[config.mk]
export PLATFORM = sky130hd
export DESIGN_NAME = jpeg_header_dimension_parser_top
export DESIGN_NICKNAME = d
export VERILOG_FILES = /design/src/rtl/core/jhdp_pkg.sv /design/src/rtl/core/jpeg_header_dimension_parser_top.sv /design/src/rtl/core/jhdp_in_stage.sv /design/src/rtl/core/jhdp_parser.sv /design/src/rtl/core/jhdp_out_stage.sv
export SDC_FILE = /design/constraint.sdc
export NUM_CORES = 1
export LEC_CHECK = 0
export BUFFER_PORTS_ARGS = -buffer_cell sky130_fd_sc_hd__buf_2
export CAP_MARGIN = 20
export CELL_PAD_IN_SITES_DETAIL_PLACEMENT = 1
export CELL_PAD_IN_SITES_GLOBAL_PLACEMENT = 1
export CORE_MARGIN = 2
export CORE_UTILIZATION = 47
export DETAILED_ROUTE_END_ITERATION = 6
export PLACE_DENSITY = 0.83
export SYNTH_ARGS = -nofsm -noshare
export SYNTH_HDL_FRONTEND = slang
export SYNTH_SLANG_ARGS = --single-unit
export TNS_END_PERCENT = 100
[constraint.sdc]
create_clock -name clk -period 7.98 [get_ports clk]
set_clock_uncertainty 0.15 [all_clocks]
set_input_delay 0.399 -clock clk [delete_from_list [all_inputs] [get_ports clk]]
set_output_delay 0.399 -clock clk [all_outputs]
set_load 0.05 [all_outputs]
[src/rtl/core/jhdp_pkg.sv]
// Package for the JPEG header dimension parser.
// Holds the parse phase type, marker and status codes and the beat structs.
// Used by every module under rtl/core but jhdp_checker; depends on nothing.
package jhdp_pkg;

  // Parse phases, one per position in the marker grammar.
  typedef enum logic [2:0] {
    PH_START0 = 3'd0,  // expect the FF of the start marker
    PH_START1 = 3'd1,  // expect D8
    PH_HUNT   = 3'd2,  // hunt for an FF byte
    PH_MARKER = 3'd3,  // read the marker code, skipping fill FFs
    PH_LENHI  = 3'd4,  // segment length, high byte
    PH_LENLO  = 3'd5,  // segment length, low byte
    PH_BODY   = 3'd6,  // segment body
    PH_DONE   = 3'd7   // result given, wait for the end of the file
  } phase_t;

  // Marker bytes.
  localparam logic [7:0] BYTE_FILL   = 8'hFF;
  localparam logic [7:0] MRK_SOI     = 8'hD8;
  localparam logic [7:0] MRK_SOS     = 8'hDA;
  localparam logic [7:0] MRK_SOF0    = 8'hC0;
  localparam logic [7:0] MRK_APP0    = 8'hE0;
  localparam logic [7:0] MRK_TEM     = 8'h00;
  localparam logic [7:0] MRK_RES01   = 8'h01;
  localparam logic [7:0] MRK_RST_LO  = 8'hD0;
  localparam logic [7:0] MRK_RST_HI  = 8'hD7;

  // Result status codes.
  localparam logic [1:0] ST_SCAN      = 2'd0;
  localparam logic [1:0] ST_EOF       = 2'd1;
  localparam logic [1:0] ST_BAD_START = 2'd2;

  // Segment offsets of the captured bytes.
  localparam logic [15:0] OFF_SOF_HEIGHT_HI = 16'd3;
  localparam logic [15:0] OFF_SOF_HEIGHT_LO = 16'd4;
  localparam logic [15:0] OFF_SOF_WIDTH_HI  = 16'd5;
  localparam logic [15:0] OFF_SOF_WIDTH_LO  = 16'd6;
  localparam logic [15:0] OFF_APP_UNITS     = 16'd9;
  localparam logic [15:0] OFF_APP_DENX_HI   = 16'd10;
  localparam logic [15:0] OFF_APP_DENX_LO   = 16'd11;
  localparam logic [15:0] OFF_APP_DENY_HI   = 16'd12;
  localparam logic [15:0] OFF_APP_DENY_LO   = 16'd13;

  localparam logic [15:0] MIN_SEG_LEN = 16'd2;
  localparam logic [3:0]  HDR_CNT_MAX = 4'd15;

  // Width of the packed result bus, padded to whole bytes.
  localparam int OUT_TDATA_W = 80;

  // One input byte as held in the input register.
  typedef struct packed {
    logic [7:0] data_byte;
    logic       last_byte;
  } beat_t;

  // One result item.
  typedef struct packed {
    logic [1:0]  status;
    logic [15:0] image_width;
    logic [15:0] image_height;
    logic [15:0] density_x;
    logic [15:0] density_y;
    logic [7:0]  density_units;
    logic [3:0]  headers_found;
  } result_t;

endpackage

[src/rtl/core/jpeg_header_dimension_parser_top.sv]
// Top level of the JPEG header dimension parser.
// Wires the input register, the marker parser and the result register.
// Depends on jhdp_pkg, jhdp_in_stage, jhdp_parser and jhdp_out_stage.
//
//  Channel  Direction  Beat content
//  in_*     sink       one file byte, tlast on the final byte of the file
//  out_*    source     one result: status, sizes, densities, header count
//
// Each byte is parsed straight out of the input register, and its result is
// written into the result register at the edge that consumes the byte; one
// byte is taken per cycle unless a byte that gives a result finds the result
// register full. Throughput is set by the single parse-state register
// update per byte. Reset is synchronous and active low and clears the parse
// state at once. While a result waits on out_tready, bytes that give no
// result keep flowing; a byte that gives a result waits.
module jpeg_header_dimension_parser_top (
  input  logic        clk,
  input  logic        rst_n,
  input  logic        in_tvalid,
  output logic        in_tready,
  input  logic [7:0]  in_tdata,   // [7:0] data_byte
  input  logic        in_tlast,   // last_byte
  output logic        out_tvalid,
  input  logic        out_tready,
  output logic [jhdp_pkg::OUT_TDATA_W-1:0] out_tdata
                                  // [1:0] status, [17:2] image_width,
                                  // [33:18] image_height, [49:34] density_x,
                                  // [65:50] density_y, [73:66] density_units,
                                  // [77:74] headers_found, [79:78] zero
);

  jhdp_pkg::beat_t   in_beat;
  jhdp_pkg::beat_t   s1_beat;
  jhdp_pkg::result_t res;
  jhdp_pkg::result_t out_res;
  logic              s1_valid;
  logic              consume;
  logic              res_valid;
  logic              out_free;

  assign in_beat.data_byte = in_tdata;
  assign in_beat.last_byte = in_tlast;

  jhdp_in_stage u_in_stage (
    .clk      (clk),
    .rst_n    (rst_n),
    .in_valid (in_tvalid),
    .in_ready (in_tready),
    .in_beat  (in_beat),
    .consume  (consume),
    .s1_valid (s1_valid),
    .s1_beat  (s1_beat)
  );

  jhdp_parser u_parser (
    .clk       (clk),
    .rst_n     (rst_n),
    .s1_valid  (s1_valid),
    .s1_beat   (s1_beat),
    .out_free  (out_free),
    .consume   (consume),
    .res_valid (res_valid),
    .res       (res)
  );

  jhdp_out_stage u_out_stage (
    .clk       (clk),
    .rst_n     (rst_n),
    .load      (res_valid && consume),
    .res       (res),
    .out_free  (out_free),
    .out_valid (out_tvalid),
    .out_ready (out_tready),
    .out_res   (out_res)
  );

  // Pack the result, first field in the lowest bits.
  assign out_tdata = {2'b00,
                      out_res.headers_found,
                      out_res.density_units,
                      out_res.density_y,
                      out_res.density_x,
                      out_res.image_height,
                      out_res.image_width,
                      out_res.status};

endmodule

[src/rtl/core/jhdp_in_stage.sv]
// Input register of the JPEG header dimension parser.
// Holds one byte beat until the parser consumes it; uses jhdp_pkg.
// Feeds jhdp_parser.
module jhdp_in_stage (
  input  logic            clk,
  input  logic            rst_n,
  input  logic            in_valid,
  output logic            in_ready,
  input  jhdp_pkg::beat_t in_beat,
  input  logic            consume,
  output logic            s1_valid,
  output jhdp_pkg::beat_t s1_beat
);

  logic            valid_r;
  logic            valid_nxt;
  jhdp_pkg::beat_t beat_r;

  // The register is free when empty or when its beat leaves this cycle.
  assign in_ready = !valid_r || consume;

  always_comb begin
    valid_nxt = valid_r;
    if (in_valid && in_ready) begin
      valid_nxt = 1'b1;
    end else if (consume) begin
      valid_nxt = 1'b0;
    end
  end

  always_ff @(posedge clk) begin
    if (!rst_n) begin
      valid_r <= 1'b0;
    end else begin
      valid_r <= valid_nxt;
    end
  end

  // Payload needs no reset.
  always_ff @(posedge clk) begin
    if (in_valid && in_ready) begin
      beat_r <= in_beat;
    end
  end

  assign s1_valid = valid_r;
  assign s1_beat  = beat_r;

endmodule

[src/rtl/core/jhdp_parser.sv]
// Marker parser of the JPEG header dimension parser.
// Holds the parse state and captured fields and forms the result of a byte.
// Uses jhdp_pkg; sits between jhdp_in_stage and jhdp_out_stage.
module jhdp_parser (
  input  logic              clk,
  input  logic              rst_n,
  input  logic              s1_valid,
  input  jhdp_pkg::beat_t   s1_beat,
  input  logic              out_free,
  output logic              consume,
  output logic              res_valid,
  output jhdp_pkg::result_t res
);

  jhdp_pkg::phase_t phase_r, phase_step, phase_nxt;
  logic [7:0]  marker_r,  marker_step;
  logic [15:0] offset_r,  offset_step;
  logic [15:0] length_r,  length_step;
  logic [15:0] width_r,   width_step;
  logic [15:0] height_r,  height_step;
  logic [15:0] denx_r,    denx_step;
  logic [15:0] deny_r,    deny_step;
  logic [7:0]  units_r,   units_step;
  logic [3:0]  count_r,   count_step;

  logic [7:0]  b;
  logic        last;
  logic        is_standalone;
  logic [15:0] len_lo;
  logic [15:0] len_fixed;
  logic [15:0] off_inc;
  logic [16:0] off_end;
  logic        emit_now;
  logic [1:0]  emit_status;
  logic        emit_eof;

  assign b    = s1_beat.data_byte;
  assign last = s1_beat.last_byte;

  assign is_standalone = (b == jhdp_pkg::MRK_TEM) || (b == jhdp_pkg::MRK_RES01) ||
                         ((b >= jhdp_pkg::MRK_RST_LO) && (b <= jhdp_pkg::MRK_RST_HI));

  // Length with its low byte merged, raised to the minimum of two.
  assign len_lo    = {length_r[15:8], b};
  assign len_fixed = (len_lo < jhdp_pkg::MIN_SEG_LEN) ? jhdp_pkg::MIN_SEG_LEN : len_lo;

  // Body offset of this byte and the end-of-segment test.
  assign off_inc = offset_r + 16'd1;
  assign off_end = {1'b0, off_inc} + 17'd1;

  // Next phase of the marker grammar, before the end-of-file restart.
  always_comb begin
    phase_step = phase_r;
    unique case (phase_r)
      jhdp_pkg::PH_START0: begin
        phase_step = (b == jhdp_pkg::BYTE_FILL) ? jhdp_pkg::PH_START1 : jhdp_pkg::PH_DONE;
      end
      jhdp_pkg::PH_START1: begin
        phase_step = (b == jhdp_pkg::MRK_SOI) ? jhdp_pkg::PH_HUNT : jhdp_pkg::PH_DONE;
      end
      jhdp_pkg::PH_HUNT: begin
        if (b == jhdp_pkg::BYTE_FILL) phase_step = jhdp_pkg::PH_MARKER;
      end
      jhdp_pkg::PH_MARKER: begin
        priority if (b == jhdp_pkg::BYTE_FILL) begin
          phase_step = jhdp_pkg::PH_MARKER;
        end else if (b == jhdp_pkg::MRK_SOS) begin
          phase_step = jhdp_pkg::PH_DONE;
        end else if (is_standalone) begin
          phase_step = jhdp_pkg::PH_HUNT;
        end else begin
          phase_step = jhdp_pkg::PH_LENHI;
        end
      end
      jhdp_pkg::PH_LENHI: phase_step = jhdp_pkg::PH_LENLO;
      jhdp_pkg::PH_LENLO: begin
        phase_step = (len_fixed > jhdp_pkg::MIN_SEG_LEN) ? jhdp_pkg::PH_BODY
                                                         : jhdp_pkg::PH_HUNT;
      end
      jhdp_pkg::PH_BODY: begin
        if (off_end >= {1'b0, length_r}) phase_step = jhdp_pkg::PH_HUNT;
      end
      jhdp_pkg::PH_DONE: phase_step = jhdp_pkg::PH_DONE;
      default: phase_step = jhdp_pkg::PH_START0;
    endcase
  end

  // The last byte of a file always restarts the parser.
  assign phase_nxt = last ? jhdp_pkg::PH_START0 : phase_step;

  // Datapath updates and the result of this byte.
  always_comb begin
    marker_step = marker_r;
    offset_step = offset_r;
    length_step = length_r;
    width_step  = width_r;
    height_step = height_r;
    denx_step   = denx_r;
    deny_step   = deny_r;
    units_step  = units_r;
    count_step  = count_r;
    emit_now    = 1'b0;
    emit_status = jhdp_pkg::ST_SCAN;
    unique case (phase_r)
      jhdp_pkg::PH_START0: begin
        if (b != jhdp_pkg::BYTE_FILL) begin
          emit_now    = 1'b1;
          emit_status = jhdp_pkg::ST_BAD_START;
        end
      end
      jhdp_pkg::PH_START1: begin
        if (b != jhdp_pkg::MRK_SOI) begin
          emit_now    = 1'b1;
          emit_status = jhdp_pkg::ST_BAD_START;
        end
      end
      jhdp_pkg::PH_MARKER: begin
        if (b == jhdp_pkg::MRK_SOS) begin
          emit_now    = 1'b1;
          emit_status = jhdp_pkg::ST_SCAN;
        end else if (b != jhdp_pkg::BYTE_FILL && !is_standalone) begin
          marker_step = b;
          if ((b == jhdp_pkg::MRK_SOF0 || b == jhdp_pkg::MRK_APP0) &&
              count_r < jhdp_pkg::HDR_CNT_MAX) begin
            count_step = count_r + 4'd1;
          end
        end
      end
      jhdp_pkg::PH_LENHI: begin
        length_step = {b, 8'h00};
        offset_step = 16'd0;
      end
      jhdp_pkg::PH_LENLO: begin
        length_step = len_fixed;
        offset_step = 16'd1;
      end
      jhdp_pkg::PH_BODY: begin
        offset_step = off_inc;
        // Capture the header bytes into their halves.
        if (marker_r == jhdp_pkg::MRK_SOF0) begin
          if (off_inc == jhdp_pkg::OFF_SOF_HEIGHT_HI) height_step[15:8] = b;
          if (off_inc == jhdp_pkg::OFF_SOF_HEIGHT_LO) height_step[7:0]  = b;
          if (off_inc == jhdp_pkg::OFF_SOF_WIDTH_HI)  width_step[15:8]  = b;
          if (off_inc == jhdp_pkg::OFF_SOF_WIDTH_LO)  width_step[7:0]   = b;
        end else if (marker_r == jhdp_pkg::MRK_APP0) begin
          if (off_inc == jhdp_pkg::OFF_APP_UNITS)   units_step       = b;
          if (off_inc == jhdp_pkg::OFF_APP_DENX_HI) denx_step[15:8]  = b;
          if (off_inc == jhdp_pkg::OFF_APP_DENX_LO) denx_step[7:0]   = b;
          if (off_inc == jhdp_pkg::OFF_APP_DENY_HI) deny_step[15:8]  = b;
          if (off_inc == jhdp_pkg::OFF_APP_DENY_LO) deny_step[7:0]   = b;
        end
      end
      default: begin
      end
    endcase
  end

  // At the end of a file with no result yet, report how far parsing got.
  assign emit_eof = last && !emit_now && (phase_step != jhdp_pkg::PH_DONE);

  always_comb begin
    res_valid             = s1_valid && (emit_now || emit_eof);
    res.status            = emit_now ? emit_status :
                            ((phase_step == jhdp_pkg::PH_START0 ||
                              phase_step == jhdp_pkg::PH_START1) ?
                             jhdp_pkg::ST_BAD_START : jhdp_pkg::ST_EOF);
    res.image_width       = width_step;
    res.image_height      = height_step;
    res.density_x         = denx_step;
    res.density_y         = deny_step;
    res.density_units     = units_step;
    res.headers_found     = count_step;
  end

  // A byte leaves unless its result finds the output register full.
  assign consume = s1_valid && (!res_valid || out_free);

  // State update; the end of a file clears everything.
  always_ff @(posedge clk) begin
    if (!rst_n) begin
      phase_r  <= jhdp_pkg::PH_START0;
      marker_r <= 8'h00;
      offset_r <= 16'h0000;
      length_r <= 16'h0000;
      width_r  <= 16'h0000;
      height_r <= 16'h0000;
      denx_r   <= 16'h0000;
      deny_r   <= 16'h0000;
      units_r  <= 8'h00;
      count_r  <= 4'h0;
    end else if (consume) begin
      phase_r <= phase_nxt;
      if (last) begin
        marker_r <= 8'h00;
        offset_r <= 16'h0000;
        length_r <= 16'h0000;
        width_r  <= 16'h0000;
        height_r <= 16'h0000;
        denx_r   <= 16'h0000;
        deny_r   <= 16'h0000;
        units_r  <= 8'h00;
        count_r  <= 4'h0;
      end else begin
        marker_r <= marker_step;
        offset_r <= offset_step;
        length_r <= length_step;
        width_r  <= width_step;
        height_r <= height_step;
        denx_r   <= denx_step;
        deny_r   <= deny_step;
        units_r  <= units_step;
        count_r  <= count_step;
      end
    end
  end

endmodule

[src/rtl/core/jhdp_out_stage.sv]
// Result register of the JPEG header dimension parser.
// Holds one result beat until the sink takes it; uses jhdp_pkg.
// Fed by jhdp_parser.
module jhdp_out_stage (
  input  logic              clk,
  input  logic              rst_n,
  input  logic              load,
  input  jhdp_pkg::result_t res,
  output logic              out_free,
  output logic              out_valid,
  input  logic              out_ready,
  output jhdp_pkg::result_t out_res
);

  logic              valid_r;
  logic              valid_nxt;
  jhdp_pkg::result_t res_r;

  // Free when empty or when the held beat is taken this cycle.
  assign out_free = !valid_r || out_ready;

  always_comb begin
    valid_nxt = valid_r;
    if (load) begin
      valid_nxt = 1'b1;
    end else if (out_ready) begin
      valid_nxt = 1'b0;
    end
  end

  always_ff @(posedge clk) begin
    if (!rst_n) begin
      valid_r <= 1'b0;
    end else begin
      valid_r <= valid_nxt;
    end
  end

  always_ff @(posedge clk) begin
    if (load) begin
      res_r <= res;
    end
  end

  assign out_valid = valid_r;
  assign out_res   = res_r;

endmodule

Word level (Yosys, flattened, before mapping)
Index checks and enable logic that the tools add are counted.

Register bits after elaboration: 208. Input port bits: 13. Output and inout bits: 82. Word-level logic and storage cells: 157.

$add $sub $neg: 3. $lt $le $gt $ge: 6. Equality and inequality tests: 29. Mux-type cells: 64. Reduce and logical (&&, ||, !) cells: 34.

Operators with widths (count): two-way mux 16 bit (17); two-way mux 8 bit (17); == test 16 x 4 -> 1 bit (second input constant) (5); == test 8 bit (second input constant) (7); == test 16 x 3 -> 1 bit (second input constant) (3); one-hot mux 16 bit (3 select lines) (1); one-hot mux 16 bit (2 select lines) (1); two-way mux 3 bit (9); one-hot mux 3 bit (8 select lines) (1); two-way mux 4 bit (5); adder 16 x 1 -> 17 bit (second input constant) (1); greater-or-equal comparator 17 x 16 -> 1 bit (1); adder 16 x 1 -> 16 bit (second input constant) (1); == test 16 x 2 -> 1 bit (second input constant) (1); > comparator 16 x 2 -> 1 bit (second input constant) (1); less-than comparator 16 x 2 -> 1 bit (second input constant) (1); != test 8 bit (second input constant) (2); == test 3 bit (second input constant) (4); logical AND 1 bit (9); == test 8 x 1 -> 1 bit (second input constant) (1); greater-or-equal comparator 8 bit (second input constant) (1); less-or-equal comparator 8 bit (second input constant) (1); logical NOT 8 bit (1); logical OR 1 bit (8); 17 further kinds (37).

Longest topological paths before layout
Gate-level depths: netlist of the first run.

Depth after elaboration: 17. Mapped depth: 17. Depth with buffers taken out: 16.

Cells and area by module
From an unflattened synthesis of the first run, not the netlist that was laid out.

Cell total of the unflattened synthesis: 931. Area, all modules: 9929.5 um^2.

By module, submodules not included: jhdp_parser (times used 1, cells an instance 831, area an instance 7185.6 um^2, seq. area each 2382.3 um^2); jhdp_out_stage (times used 1, cells an instance 82, area an instance 2391.0 um^2, seq. area each 2362.3 um^2); jhdp_in_stage (times used 1, cells an instance 14, area an instance 327.8 um^2, seq. area each 290.3 um^2); jpeg_header_dimension_parser_top (times used 1, cells an instance 4, area an instance 25.0 um^2, seq. area each 0.0 um^2).

Least setup slack after synthesis of the first run
OpenSTA, ideal clock, no wires.

Path kind: reg2reg. Start: register u_in_stage.beat_r (netlist bit u_in_stage.s1_beat[4]). End: register u_out_stage.res_r (netlist bit u_out_stage.out_res[0]) (enable). Arrival time: 5140 ps. Path slack: 2175 ps. Cell stages (with the launch flop): 9. Period minus slack after synthesis: 5805 ps. Cells stage by stage: edfxtp_1 buf_2 or4_1 o41ai_1 nor3_1 nor3_1 o21a_1 o21ai_0 nor2_1.

Cells in the longest elaborated chain, start to end: 15. Elaborated cells on any way between the ends: 37. Classes of those cells: 4 x order compare; 7 x eq/ne; 13 x mux; 13 x reduce/logical.

RTL lines: start, declared (RTL line jhdp_in_stage.sv:17) `jhdp_pkg::beat_t beat_r;`; start signal, assigned (RTL line jhdp_in_stage.sv:42) `beat_r <= in_beat;`; branches (longest 9 deep; another with less-than comparator 16 x 2 -> 1 bit); logical OR 1 bit (*) (RTL line jhdp_parser.sv:162) `res_valid = s1_valid && (emit_now || emit_eof);`; logical AND 1 bit (*) (RTL line jhdp_parser.sv:162); logical NOT 1 bit (RTL line jhdp_parser.sv:176) `assign consume = s1_valid && (!res_valid || out_free);`; logical OR 1 bit (RTL line jhdp_parser.sv:176); logical AND 1 bit (RTL line jhdp_parser.sv:176); logical AND 1 bit (*) (RTL line jpeg_header_dimension_parser_top.sv:69) `.load (res_valid && consume),`; named net u_out_stage.load (RTL line jhdp_out_stage.sv:7) `input logic load,`; end signal, assigned (RTL line jhdp_out_stage.sv:41) `res_r <= res;`; end, declared (RTL line jhdp_out_stage.sv:17) `jhdp_pkg::result_t res_r;`.

Mark *: on every way through the listed nets, which the timed path passes. A chain may end at the register's enable or synchronous reset.

Worst setup path after layout of the first run
Start: register u_parser.offset_r[0]. End: register u_parser.width_r[9].

Cells in the longest elaborated chain, start to end: 12. Elaborated cells on any way between the ends: 17. Classes of those cells: 2 x add/sub; 1 x order compare; 2 x eq/ne; 6 x mux; 6 x reduce/logical.

RTL lines: start, declared (RTL line jhdp_parser.sv:17) `logic [15:0] offset_r, offset_step;`; start signal, assigned (RTL line jhdp_parser.sv:205) `offset_r <= offset_step;`; adder 16 x 1 -> 16 bit (*) (RTL line jhdp_parser.sv:48) `assign off_inc = offset_r + 16'd1;`; adder 16 x 1 -> 17 bit (RTL line jhdp_parser.sv:49) `assign off_end = {1'b0, off_inc} + 17'd1;`; greater-or-equal comparator 17 x 16 -> 1 bit (RTL line jhdp_parser.sv:81) `if (off_end >= {1'b0, length_r}) phase_step = jhdp_pkg::PH_HUNT;`; two-way mux 3 bit (RTL line jhdp_parser.sv:81); one-hot mux 3 bit (8 select lines) (RTL line jhdp_parser.sv:54) `unique case (phase_r)`; != test 3 bit (RTL line jhdp_parser.sv:159) `assign emit_eof = last && !emit_now && (phase_step != jhdp_pkg::PH_DONE);`; logical AND 1 bit (RTL line jhdp_parser.sv:159); logical OR 1 bit (RTL line jhdp_parser.sv:162); logical AND 1 bit (RTL line jhdp_parser.sv:162); logical NOT 1 bit (RTL line jhdp_parser.sv:176); logical OR 1 bit (RTL line jhdp_parser.sv:176); logical AND 1 bit (RTL line jhdp_parser.sv:176); end signal, assigned (RTL line jhdp_parser.sv:207) `width_r <= width_step;`; end, declared (RTL line jhdp_parser.sv:19) `logic [15:0] width_r, width_step;`.

Every way passes the cells marked *; elsewhere a longest branch is shown, timed or not.

==> out/qor.txt, run 1 <==
SYNTH
--------------------------------------------------------------------------------------
Top cells by area, synth ................................................ sky130_fd_sc_hd__edfxtp_1, sky130_fd_sc_hd__dfxtp_1, sky130_fd_sc_hd__mux2_2
Post-synth ARST share ...................................................           0%
Synth Instances .........................................................          885
Most frequent cell after synthesis ...................................... sky130_fd_sc_hd__dfxtp_1
Top cells by count, synth ............................................... sky130_fd_sc_hd__dfxtp_1, sky130_fd_sc_hd__nand2_1, sky130_fd_sc_hd__edfxtp_1, sky130_fd_sc_hd__mux2_2, sky130_fd_sc_hd__clkbuf_1
Mean Syn Cell Area ......................................................     10.8 µm²
Cell accounting for the most synthesized area ........................... sky130_fd_sc_hd__edfxtp_1
Total standard cell area after synthesis ................................     9570 µm²
Synth Register Bits .....................................................          208
Area share of the largest cell type after synthesis .....................        27.3%
Syn. warnings ...........................................................            0
Main synth FF type ...................................................... sky130_fd_sc_hd__dfxtp_1
Portion of the post-synthesis area used by sequential elements ..........        52.6%
Number of flops mapped to enable cells by yosys .........................           87
Number of distinct standard cells referenced by the synthesized netlist .           63

TIMING
--------------------------------------------------------------------------------------
Setup total negative slack ..............................................         0 ps
Min cycle time layout ...................................................      4610 ps
Maximum clock rate ......................................................      217 MHz
Number of failing setup endpoints in the final timing report ............            0
Normalized max-slew margin ..............................................        37.9%
RSZ-0062 raised after global routing ....................................           no
Final cycle utilization of the critical path ............................        57.7%
Max-slew violations .....................................................            0
Slew of the pin with the lowest slew margin .............................       929 ps
Hold violation total from the final report ..............................            0

ROUTING
--------------------------------------------------------------------------------------
Total detailed-routing wirelength .......................................     28200 µm
Total vias in the final route ...........................................         7457
Vias per inst ...........................................................         6.02
DRT Pass-1 Iters ........................................................            5
Post-route ant nets .....................................................            0
Drt first-iter violations ...............................................          464
Post-route DRC violation count ..........................................            0
Average wire length per cell after detail routing .......................      22.8 µm

PLACEMENT
--------------------------------------------------------------------------------------
Estimated wirelength of the detail-placed design ........................     17900 µm
IO Port Bufs ............................................................           92
Routability Congestion ..................................................        0.840
Placed standard-cell area ...............................................    10100 µm²

RUN STATUS
--------------------------------------------------------------------------------------
Run status ..............................................................    completed

JOB
--------------------------------------------------------------------------------------
Maxcap violations .......................................................            0

CLOCK NETWORK
--------------------------------------------------------------------------------------
TritonCTS Buffers .......................................................           22
Clk buf depth ...........................................................            3
CTS root buffer ......................................................... sky130_fd_sc_hd__clkbuf_16
Buffers inserted during post-CTS setup optimization .....................            0
CTS clk-pin slew, worst paths ...........................................        70 ps
CTS tree ................................................................        built
CTS Sinks ...............................................................          208
Count of H-tree levels built during CTS .................................            1
Insertion delay of the later-clocked pin in the worst-skew pair .........       520 ps

GLOBAL ROUTING
--------------------------------------------------------------------------------------
Vias in the first global route ..........................................         7817
Number of antenna violations at the first check in global routing .......            0
Congestion Overflow GR ..................................................            0
Pin count of the biggest net entering global routing ....................           57
Global-route wire length before repair ..................................     44200 µm
Global router's overall resource usage ..................................        25.9%

PWR
--------------------------------------------------------------------------------------
Switching share of total power ..........................................        26.1%
Peak supply drop ........................................................   0.000205 V
Sequential share of power ...............................................        47.2%
Clock power share .......................................................        43.9%
Portion of total power attributed to combinational logic ................         8.9%
Leakage Power ...........................................................      4.00 nW
Internal power summed over all cells ....................................    0.00183 W
Cell Pwr Density ........................................................   225 nW/µm²
Power spent charging and discharging nets ...............................   0.000646 W

LAYOUT
--------------------------------------------------------------------------------------
Antenna diode count .....................................................            0
Number of nets in the final layout ......................................          986
Signed area change from the synthesized netlist to the final layout .....        15.3%
Fill cell instance count of the final layout ............................         2151
Share of layout cells above drive strength 1 ............................        23.2%
Post-route cell area ....................................................    11000 µm²

FLOORPLANNING
--------------------------------------------------------------------------------------
Ports placed on the boundary ............................................           95
Y dimension of the die ..................................................       147 µm
Area of the core region .................................................    20100 µm²
Chip Width ..............................................................       147 µm
Initial cell density of the core ........................................        47.6%
Die area ................................................................    21500 µm²
Count of standard-cell rows .............................................           52

CRITICAL PATH
--------------------------------------------------------------------------------------
Maximum net fanout on the critical path .................................           17
Required time at the endpoint of the critical path ......................      8210 ps
Arrival time worst endpoint .............................................      4830 ps
Crit path kind .......................................................... flip-flop to flip-flop
Crit end category .......................................................    flip-flop
Critical Path Start Type ................................................    flip-flop

WORST HOLD PATH
--------------------------------------------------------------------------------------
Path type of the worst min-delay path ................................... primary input to flip-flop

-- cell families (layout without fill, tap and decap cells) --
kind of cell / count (synthesis) / after routing / synth area share, %
simple gates: 256 / 256 / 13.9
flops: 208 / 208 / 52.6
compound gates: 202 / 202 / 15.3
buf+inv: 92 / 174 / 3.82
mux: 75 / 75 / 8.80
xor+xnor: 30 / 30 / 2.75
fa+ha+maj: 21 / 21 / 2.75
other cells: 1 / 2 / 0.0392
-- timing repair --
| item | CTS | global route |
|---|---|---|
| hold buffers | 10 | 0 |
| resized for setup | 0 | 0 |
| hold endpoints to repair | 10 | 0 |
-- cells in the final DEF (no fill, tap or decap), types with 12 or more instances in the layout --
master	n
sky130_fd_sc_hd__dfxtp_1	121
sky130_fd_sc_hd__buf_2	92
sky130_fd_sc_hd__nand2_1	88
sky130_fd_sc_hd__edfxtp_1	87
sky130_fd_sc_hd__mux2_2	73
sky130_fd_sc_hd__o2bb2ai_1	48
sky130_fd_sc_hd__nand3_1	36
sky130_fd_sc_hd__nor2_1	32
sky130_fd_sc_hd__o21ai_0	32
sky130_fd_sc_hd__o22ai_1	27
sky130_fd_sc_hd__inv_1	25
sky130_fd_sc_hd__clkbuf_16	22
sky130_fd_sc_hd__a21oi_1	21
sky130_fd_sc_hd__xnor2_1	21
sky130_fd_sc_hd__ha_1	21
sky130_fd_sc_hd__nor3_1	17
sky130_fd_sc_hd__a31oi_1	12
sky130_fd_sc_hd__a32o_1	12
-- layer usage --
metal | global-route usage (%) | up-vias | part of all wire (%)
met1 | 34.7 | 3702 | 43
met4 | 7.28 | 0 | 2.5
met3 | 3.94 | 64 | 5.5
met2 | 43.7 | 248 | 49
met5 | 0 | - | 0
li1 | - | 3443 | -
-- power by group through the flow --
stage	Combinational, W	Clock (W)	Sequential [W]
6_report	0.000220	0.00109	0.00117
5_1_grt	0.000230	0.00115	0.00117
4_1_cts	0.000217	0.00110	0.00117
3_5_place_dp	0.000212	0	0.00119
3_3_place_gp	0.000208	0	0.00119
2_1_floorplan	0.0000770	0	0.00127
-- per-stage QoR --
step	power, W	std cells	util, %	setup slack (ps)	hold WS [ps]
after floorplan	0.00134	886	-	2170	277
after global placement	0.00140	1187	50.5	3560	289
after detailed placement	0.00140	1187	50.5	3510	291
after CTS	0.00249	1237	54.8	3430	209
after global routing	0.00255	1238	54.9	3030	251
final	0.00248	1238	54.9	3370	216
-- path summary, 6_finish.rpt --
| kind | to | start | slack (ps) | depth (start not counted) |
|---|---|---|---|---|
| max | u_parser.width_r[9]$_SDFFE_PN0P_ | u_parser.offset_r[0]$_SDFFE_PN0P_ | 3370 | 9 |
| min reg2reg | u_parser.units_r[1]$_SDFFE_PN0P_ | u_parser.units_r[1]$_SDFFE_PN0P_ | 310 | 1 |
| max reg2reg | u_parser.width_r[9]$_SDFFE_PN0P_ | u_parser.offset_r[0]$_SDFFE_PN0P_ | 3370 | 9 |
| min | u_out_stage.out_valid$_SDFFE_PN0P_ | out_tready | 220 | 3 |
-- state kept, by name, indices dropped and copies added, names as in the netlist, 3 cells and up --
name                 flops
u_parser.deny_r         16
u_parser.length_r       16
u_parser.phase_r         3
u_parser.height_r       16
u_out_stage.out_res     78
u_parser.units_r         8
u_parser.offset_r       16
u_in_stage.s1_beat       9
u_parser.denx_r         16
u_parser.marker_r        8
u_parser.width_r        16
u_parser.count_r         4
-- area by class of cell --
cell class                 count  area [µm²]  share of cell area, %
timing repair buffer         108         613                   5.56
multi-input combinational    586        4180                   37.9
clock buffer                  26         576                   5.22
sequential                   208        5030                   45.6
tap                          270         338                   3.06
inverter                      26        97.6                  0.885
clock inverter                14         191                   1.74
-- critical path: stages, from the launching register on --
cell                      delay [ps]
sky130_fd_sc_hd__dfxtp_1         500
sky130_fd_sc_hd__ha_1            470
sky130_fd_sc_hd__nand3_1         400
sky130_fd_sc_hd__nor4_1          420
sky130_fd_sc_hd__xnor2_1         280
sky130_fd_sc_hd__nand3_1         290
sky130_fd_sc_hd__nor4b_4         640
sky130_fd_sc_hd__nand3_2         440
sky130_fd_sc_hd__a21oi_1         670
sky130_fd_sc_hd__o22ai_1         180
Power figures use the tool's default switching activity.
==> inputs of run 2 (changes only) <==
Clock period 7.98 ns to 4.5 ns, I/O delays scaled along.
==> out/qor.txt, run 2 (same netlist as run 1, synthesis figures left out) <==
FLOORPLANNING
-------------------------------------------------------------------------------------
Chip Width .............................................................       147 µm
Initial cell density of the core .......................................        47.6%
Count of standard-cell rows ............................................           52
Area of the core region ................................................    20100 µm²
Ports placed on the boundary ...........................................           95
Die area ...............................................................    21500 µm²
Y dimension of the die .................................................       147 µm

GLOBAL ROUTING
-------------------------------------------------------------------------------------
Global-route wire length before repair .................................     44900 µm
Number of antenna violations at the first check in global routing ......            0
Congestion Overflow GR .................................................            0
Global router's overall resource usage .................................        26.2%
Pin count of the biggest net entering global routing ...................           79
Vias in the first global route .........................................         7825

LAYOUT
-------------------------------------------------------------------------------------
Post-route cell area ...................................................    11200 µm²
Antenna diode count ....................................................            0
Signed area change from the synthesized netlist to the final layout ....        17.4%
Share of layout cells above drive strength 1 ...........................        25.4%
Number of nets in the final layout .....................................         1014
Max FFs per register ...................................................           78
Commonest cells after routing, fill and taps aside ..................... sky130_fd_sc_hd__dfxtp_1, sky130_fd_sc_hd__buf_2, sky130_fd_sc_hd__nand2_1
Fill cell instance count of the final layout ...........................         2151
Most frequent standard cell in the layout excluding fill and tap cells . sky130_fd_sc_hd__dfxtp_1
Post-route non-filler standard cell count ..............................         1266
Post-route core utilization ............................................        55.9%

CLOCK NETWORK
-------------------------------------------------------------------------------------
Count of H-tree levels built during CTS ................................            1
CTS clk-pin slew, worst paths ..........................................        60 ps
CTS Sinks ..............................................................          208
TritonCTS Buffers ......................................................           22
Clk buf depth ..........................................................            3
CTS resizes ............................................................            0
CTS tree ...............................................................        built
Insertion delay of the later-clocked pin in the worst-skew pair ........       520 ps
CTS root buffer ........................................................ sky130_fd_sc_hd__clkbuf_16

ROUTING
-------------------------------------------------------------------------------------
Total vias in the final route ..........................................         7698
Vias per inst ..........................................................         6.08
Total detailed-routing wirelength ......................................     28400 µm
Post-route DRC violation count .........................................            0
Post-route ant nets ....................................................            0
DRT Pass-1 Iters .......................................................            5
Drt first-iter violations ..............................................          678
Average wire length per cell after detail routing ......................      22.4 µm

TIMING
-------------------------------------------------------------------------------------
Normalized max-slew margin .............................................        26.3%
Max-slew violations ....................................................            0
Final cycle utilization of the critical path ...........................        89.2%
Slew of the pin with the lowest slew margin ............................      1110 ps
Number of failing setup endpoints in the final timing report ...........            0
Hold violation total from the final report .............................            0
Maximum clock rate .....................................................      249 MHz
Min cycle time layout ..................................................      4010 ps
RSZ-0062 raised after global routing ...................................           no
Setup total negative slack .............................................         0 ps

CRITICAL PATH
-------------------------------------------------------------------------------------
Required time at the endpoint of the critical path .....................      4800 ps
Reg-to-reg setup timing slack ..........................................       490 ps
Crit end category ......................................................    flip-flop
Worst Setup SP ......................................................... u_parser.offset_r[0]$_SDFFE_PN0P_
Critical Path Start Type ...............................................    flip-flop
Maximum net fanout on the critical path ................................           12
Critical path capture point ............................................ u_parser.phase_r[2]$_SDFFE_PN0P_
End of the worst register-to-register path ............................. u_parser.phase_r[2]$_SDFFE_PN0P_
Crit path kind ......................................................... flip-flop to flip-flop
Length in cells of the worst reg-to-reg path ...........................           16
Arrival time worst endpoint ............................................      4310 ps
Startpoint of the most critical register-to-register path .............. u_parser.offset_r[0]$_SDFFE_PN0P_

PLACEMENT
-------------------------------------------------------------------------------------
Estimated wirelength of the detail-placed design .......................     18100 µm
Inst Count DP ..........................................................         1216
Routability Congestion .................................................        0.836
IO Port Bufs ...........................................................           92
Placed standard-cell area ..............................................    10400 µm²

WORST HOLD PATH
-------------------------------------------------------------------------------------
Hold-critical path depth ...............................................            3
Path type of the worst min-delay path .................................. primary input to flip-flop

PWR
-------------------------------------------------------------------------------------
Peak supply drop .......................................................   0.000318 V
Cell Pwr Density .......................................................   389 nW/µm²
Leakage Power ..........................................................      4.13 nW

JOB
-------------------------------------------------------------------------------------
Maxcap violations ......................................................            0

RUN STATUS
-------------------------------------------------------------------------------------
Run status .............................................................    completed

-- run 2: cell types whose count changed in the layout (fill, tap and decap cells not counted) --
cell | previous run | this run
sky130_fd_sc_hd__buf_8 | 1 | 0
sky130_fd_sc_hd__buf_12 | 0 | 1
sky130_fd_sc_hd__clkinv_1 | 2 | 0
sky130_fd_sc_hd__clkbuf_1 | 3 | 5
sky130_fd_sc_hd__clkinv_4 | 1 | 0
sky130_fd_sc_hd__clkinvlp_4 | 2 | 1
sky130_fd_sc_hd__inv_6 | 1 | 0
sky130_fd_sc_hd__clkbuf_8 | 1 | 6
sky130_fd_sc_hd__buf_4 | 5 | 33
sky130_fd_sc_hd__bufinv_16 | 4 | 2
-- run 2: metrics by stage --
step / total power, W / hold slack, ps / worst slack, ps
global route: 0.00449 / 47.4 / 50.2
CTS: 0.00439 / 19.0 / 485
global placement: 0.00250 / 253 / 642
detailed placement: 0.00251 / 254 / 518
finish: 0.00437 / 29.0 / 486
floorplan: 0.00238 / 174 / 829
-- run 2: worst min-delay path by stage --
stage	from	end
floorplan	in_tlast	u_in_stage.s1_beat[0]$_DFFE_PP_
global placement	in_tdata[7]	u_in_stage.s1_beat[8]$_DFFE_PP_
detailed placement	in_tdata[5]	u_in_stage.s1_beat[6]$_DFFE_PP_
CTS	rst_n	u_parser.phase_r[1]$_SDFFE_PN0P_
global route	rst_n	u_parser.phase_r[1]$_SDFFE_PN0P_
finish	rst_n	u_parser.phase_r[1]$_SDFFE_PN0P_
-- run 2: layout make-up --
class	instances	area, µm²	area share, %
Sequential cell	208	5030	44.8
Multi-Input combinational cell	586	4180	37.2
Timing Repair Buffer	136	828	7.38
Clock buffer	33	652	5.81
Tap cell	270	338	3.01
Clock inverter	7	98.8	0.880
Inverter	26	97.6	0.869
-- run 2: what timing repair did --
| item | in CTS | in global routing |
|---|---|---|
| buffers inserted | 0 | 0 |
| hold endpoints to repair | 11 | 0 |
| hold buffers | 10 | 0 |
-- run 2: worst max-delay path, stage by stage, from the launching register on --
cell	delay, ps
sky130_fd_sc_hd__dfxtp_1	460
sky130_fd_sc_hd__ha_1	420
sky130_fd_sc_hd__nand3_1	200
sky130_fd_sc_hd__or4_1	510
sky130_fd_sc_hd__xor2_1	200
sky130_fd_sc_hd__inv_1	70
sky130_fd_sc_hd__nand2_1	80
sky130_fd_sc_hd__nand4b_1	240
sky130_fd_sc_hd__nor3_1	210
sky130_fd_sc_hd__xnor2_1	160
sky130_fd_sc_hd__ha_1	260
sky130_fd_sc_hd__nand3_1	90
sky130_fd_sc_hd__nor3_1	70
sky130_fd_sc_hd__a2111oi_0	370
sky130_fd_sc_hd__nand3_1	110
sky130_fd_sc_hd__o21ai_0	180
sky130_fd_sc_hd__a41o_1	170
-- run 2: power by group --
part / switching (W) / total (W) / internal (W)
clock network: 0.000763 / 0.00188 / 0.00112
logic: 0.000340 / 0.000431 / 0.0000908
registers: 0.0000322 / 0.00206 / 0.00202
total: 0.00114 / 0.00437 / 0.00323
-- run 2: metal layers --
layer	share of wire, %	GRT usage [%]	up-vias
met1	43	35.1	3868
met3	5.8	4.59	71
met5	0	0	-
met4	3.0	8.64	0
li1	-	-	3505
met2	48	43.4	254
==> inputs of run 3 (changes only) <==
Settings changed: CORE_ASPECT_RATIO set to 1.75.
==> out/qor.txt, run 3 (same netlist as run 1, synthesis figures left out) <==
ROUTING
-------------------------------------------------------------------------------------
DRT Pass-1 Iters .......................................................            5
Post-route ant nets ....................................................            0
Vias per inst ..........................................................         6.23
Post-route DRC violation count .........................................            0
Total vias in the final route ..........................................         7669
Drt first-iter violations ..............................................          458
Total detailed-routing wirelength ......................................     29900 µm
Average wire length per cell after detail routing ......................      24.3 µm

LAYOUT
-------------------------------------------------------------------------------------
Share of layout cells above drive strength 1 ...........................        24.6%
Commonest cells after routing, fill and taps aside ..................... sky130_fd_sc_hd__dfxtp_1, sky130_fd_sc_hd__buf_2, sky130_fd_sc_hd__nand2_1
Most frequent standard cell in the layout excluding fill and tap cells . sky130_fd_sc_hd__dfxtp_1
Fill cell instance count of the final layout ...........................         2196
Post-route cell area ...................................................    11000 µm²
Max FFs per register ...................................................           78
Signed area change from the synthesized netlist to the final layout ....        15.5%
Number of nets in the final layout .....................................         1003
Storage element area ...................................................     5040 µm²
Antenna diode count ....................................................            0
Post-route core utilization ............................................        54.9%
Footprint of the multi-input gates .....................................     4180 µm²

CRITICAL PATH
-------------------------------------------------------------------------------------
Arrival time worst endpoint ............................................      4410 ps
List of cells traversed by the critical path ........................... nand4_1 -> buf_4 -> or4_1 -> xor2_1 -> inv_1 -> nand2_1 -> nand4b_1 -> nor3_1 -> xnor2_1 -> ha_1 -> nand3_1 -> nor3_1 -> a2111oi_0 -> nand3_1 -> o21ai_0 -> a41o_1
Worst Setup SP ......................................................... u_parser.offset_r[7]$_SDFFE_PN0P_
Crit path kind ......................................................... flip-flop to flip-flop
Critical Path Start Type ...............................................    flip-flop
Delay of the slowest critical-path stage ...............................       580 ps
Crit path max-delay cell type .......................................... sky130_fd_sc_hd__or4_1
Reg-to-reg setup timing slack ..........................................       370 ps
Startpoint of the most critical register-to-register path .............. u_parser.offset_r[7]$_SDFFE_PN0P_
Crit end category ......................................................    flip-flop
Required time at the endpoint of the critical path .....................      4780 ps
Maximum net fanout on the critical path ................................           11

PWR
-------------------------------------------------------------------------------------
Power spent charging and discharging nets ..............................    0.00112 W
Peak supply drop .......................................................   0.000422 V
Switching share of total power .........................................        26.7%
Internal power summed over all cells ...................................    0.00307 W
Clock power share ......................................................        40.7%
Leakage Power ..........................................................      4.05 nW
Portion of total power attributed to combinational logic ...............        10.0%
Sequential share of power ..............................................        49.4%
Cell Pwr Density .......................................................   379 nW/µm²

CLOCK NETWORK
-------------------------------------------------------------------------------------
CTS Sinks ..............................................................          208
Count of H-tree levels built during CTS ................................            1
CTS clk-pin slew, worst paths ..........................................        70 ps
CTS tree ...............................................................        built
Insertion delay of the later-clocked pin in the worst-skew pair ........       500 ps
CTS root buffer ........................................................ sky130_fd_sc_hd__clkbuf_16
TritonCTS Buffers ......................................................           20
Clk buf depth ..........................................................            3

JOB
-------------------------------------------------------------------------------------
Maxcap violations ......................................................            0

TIMING
-------------------------------------------------------------------------------------
Maximum clock rate .....................................................      242 MHz
Final cycle utilization of the critical path ...........................        91.7%
Hold violation total from the final report .............................            0
Number of failing setup endpoints in the final timing report ...........            0
RSZ-0062 raised after global routing ...................................           no
Normalized max-slew margin .............................................        29.9%
Slew of the pin with the lowest slew margin ............................      1050 ps
Min cycle time layout ..................................................      4130 ps
Setup total negative slack .............................................         0 ps
Max-slew violations ....................................................            0

WORST HOLD PATH
-------------------------------------------------------------------------------------
Path type of the worst min-delay path .................................. primary input to flip-flop
Worst hold start .......................................................        rst_n

FLOORPLANNING
-------------------------------------------------------------------------------------
Initial cell density of the core .......................................        47.6%
Count of standard-cell rows ............................................           69
Die area ...............................................................    21600 µm²
Chip Width .............................................................       112 µm
Area of the core region ................................................    20100 µm²
Y dimension of the die .................................................       193 µm
Ports placed on the boundary ...........................................           95

GLOBAL ROUTING
-------------------------------------------------------------------------------------
Global-route wire length before repair .................................     46800 µm
Global router's overall resource usage .................................        27.7%
Vias in the first global route .........................................         8170
Number of antenna violations at the first check in global routing ......            0
Congestion Overflow GR .................................................            0
Pin count of the biggest net entering global routing ...................           70

PLACEMENT
-------------------------------------------------------------------------------------
IO Port Bufs ...........................................................           92
Estimated wirelength of the detail-placed design .......................     19800 µm
Routability Congestion .................................................        0.948
Placed standard-cell area ..............................................    10300 µm²

RUN STATUS
-------------------------------------------------------------------------------------
Run status .............................................................    completed

run 3: changes by cell type in the layout (fill, tap and decap cells not counted):
| cell | change |
|---|---|
| sky130_fd_sc_hd__buf_4 | -9 |
| sky130_fd_sc_hd__clkbuf_1 | -3 |
| sky130_fd_sc_hd__bufinv_16 | -2 |
| sky130_fd_sc_hd__clkbuf_8 | -2 |
| sky130_fd_sc_hd__clkinv_1 | +2 |
| sky130_fd_sc_hd__inv_6 | +2 |
| sky130_fd_sc_hd__clkinv_8 | -1 |
| sky130_fd_sc_hd__dfxtp_1 | -1 |
| sky130_fd_sc_hd__dfxtp_2 | +1 |
run 3: metrics by stage:
stage / worst slack [ps] / hold slack (ps) / total power [W] / instances
after CTS: 297 / 17.2 / 0.00420 / 1231
after global placement: 558 / 253 / 0.00250 / 1185
after detailed placement: 356 / 255 / 0.00251 / 1185
final: 373 / 24.3 / 0.00418 / 1231
after global routing: 18.7 / 86.9 / 0.00429 / 1231
after floorplan: 829 / 174 / 0.00238 / 886
run 3: metal layers:
layer  wire length [µm]  GRT usage, %  share of wire [%]
met5                  0             0                  0
met1              11200          31.1                 37
met4               1550          14.3                5.2
met2              16000          51.4                 53
met3               1150          3.14                3.9
run 3: timing repair:
item / in CTS / in global routing
setup buffers: 0 / 0
hold buffers: 10 / 0
resized for setup: 0 / 1
endpoints found under the hold margin: 10 / 0
endpoints found under the setup margin: 0 / 1
run 3: critical path, delay by kind of cell (launching register included):
family,cells,cell delay [ps]
xor+xnor,2,350
fa+ha+maj,1,260
flops,1,540
buf+inv,2,320
compound gates,3,780
simple gates,8,1660
run 3: path summary, 6_finish.rpt:
kind	end	cells past startpoint
worst min register to register	u_parser.deny_r[13]$_SDFFE_PN0P_	1
worst min-delay path	u_out_stage.out_valid$_SDFFE_PN0P_	3
worst max-delay path	u_parser.phase_r[2]$_SDFFE_PN0P_	16
worst max register to register	u_parser.phase_r[2]$_SDFFE_PN0P_	16
run 3: power by group through the flow:
stage,logic (W),clock network [W],registers [W]
2_1_floorplan,0.000138,0,0.00224
4_1_cts,0.000415,0.00173,0.00206
6_report,0.000417,0.00170,0.00206
3_5_place_dp,0.000405,0,0.00210
5_1_grt,0.000437,0.00179,0.00207
3_3_place_gp,0.000397,0,0.00210
run 3: cell type report:
cell class                 count  share of cell area, %
inverter                      26                  0.884
sequential                   208                   45.6
tap                          248                   2.81
multi-input combinational    586                   37.8
clock inverter                 8                  0.430
clock buffer                  28                   5.55
timing repair buffer         127                   6.89
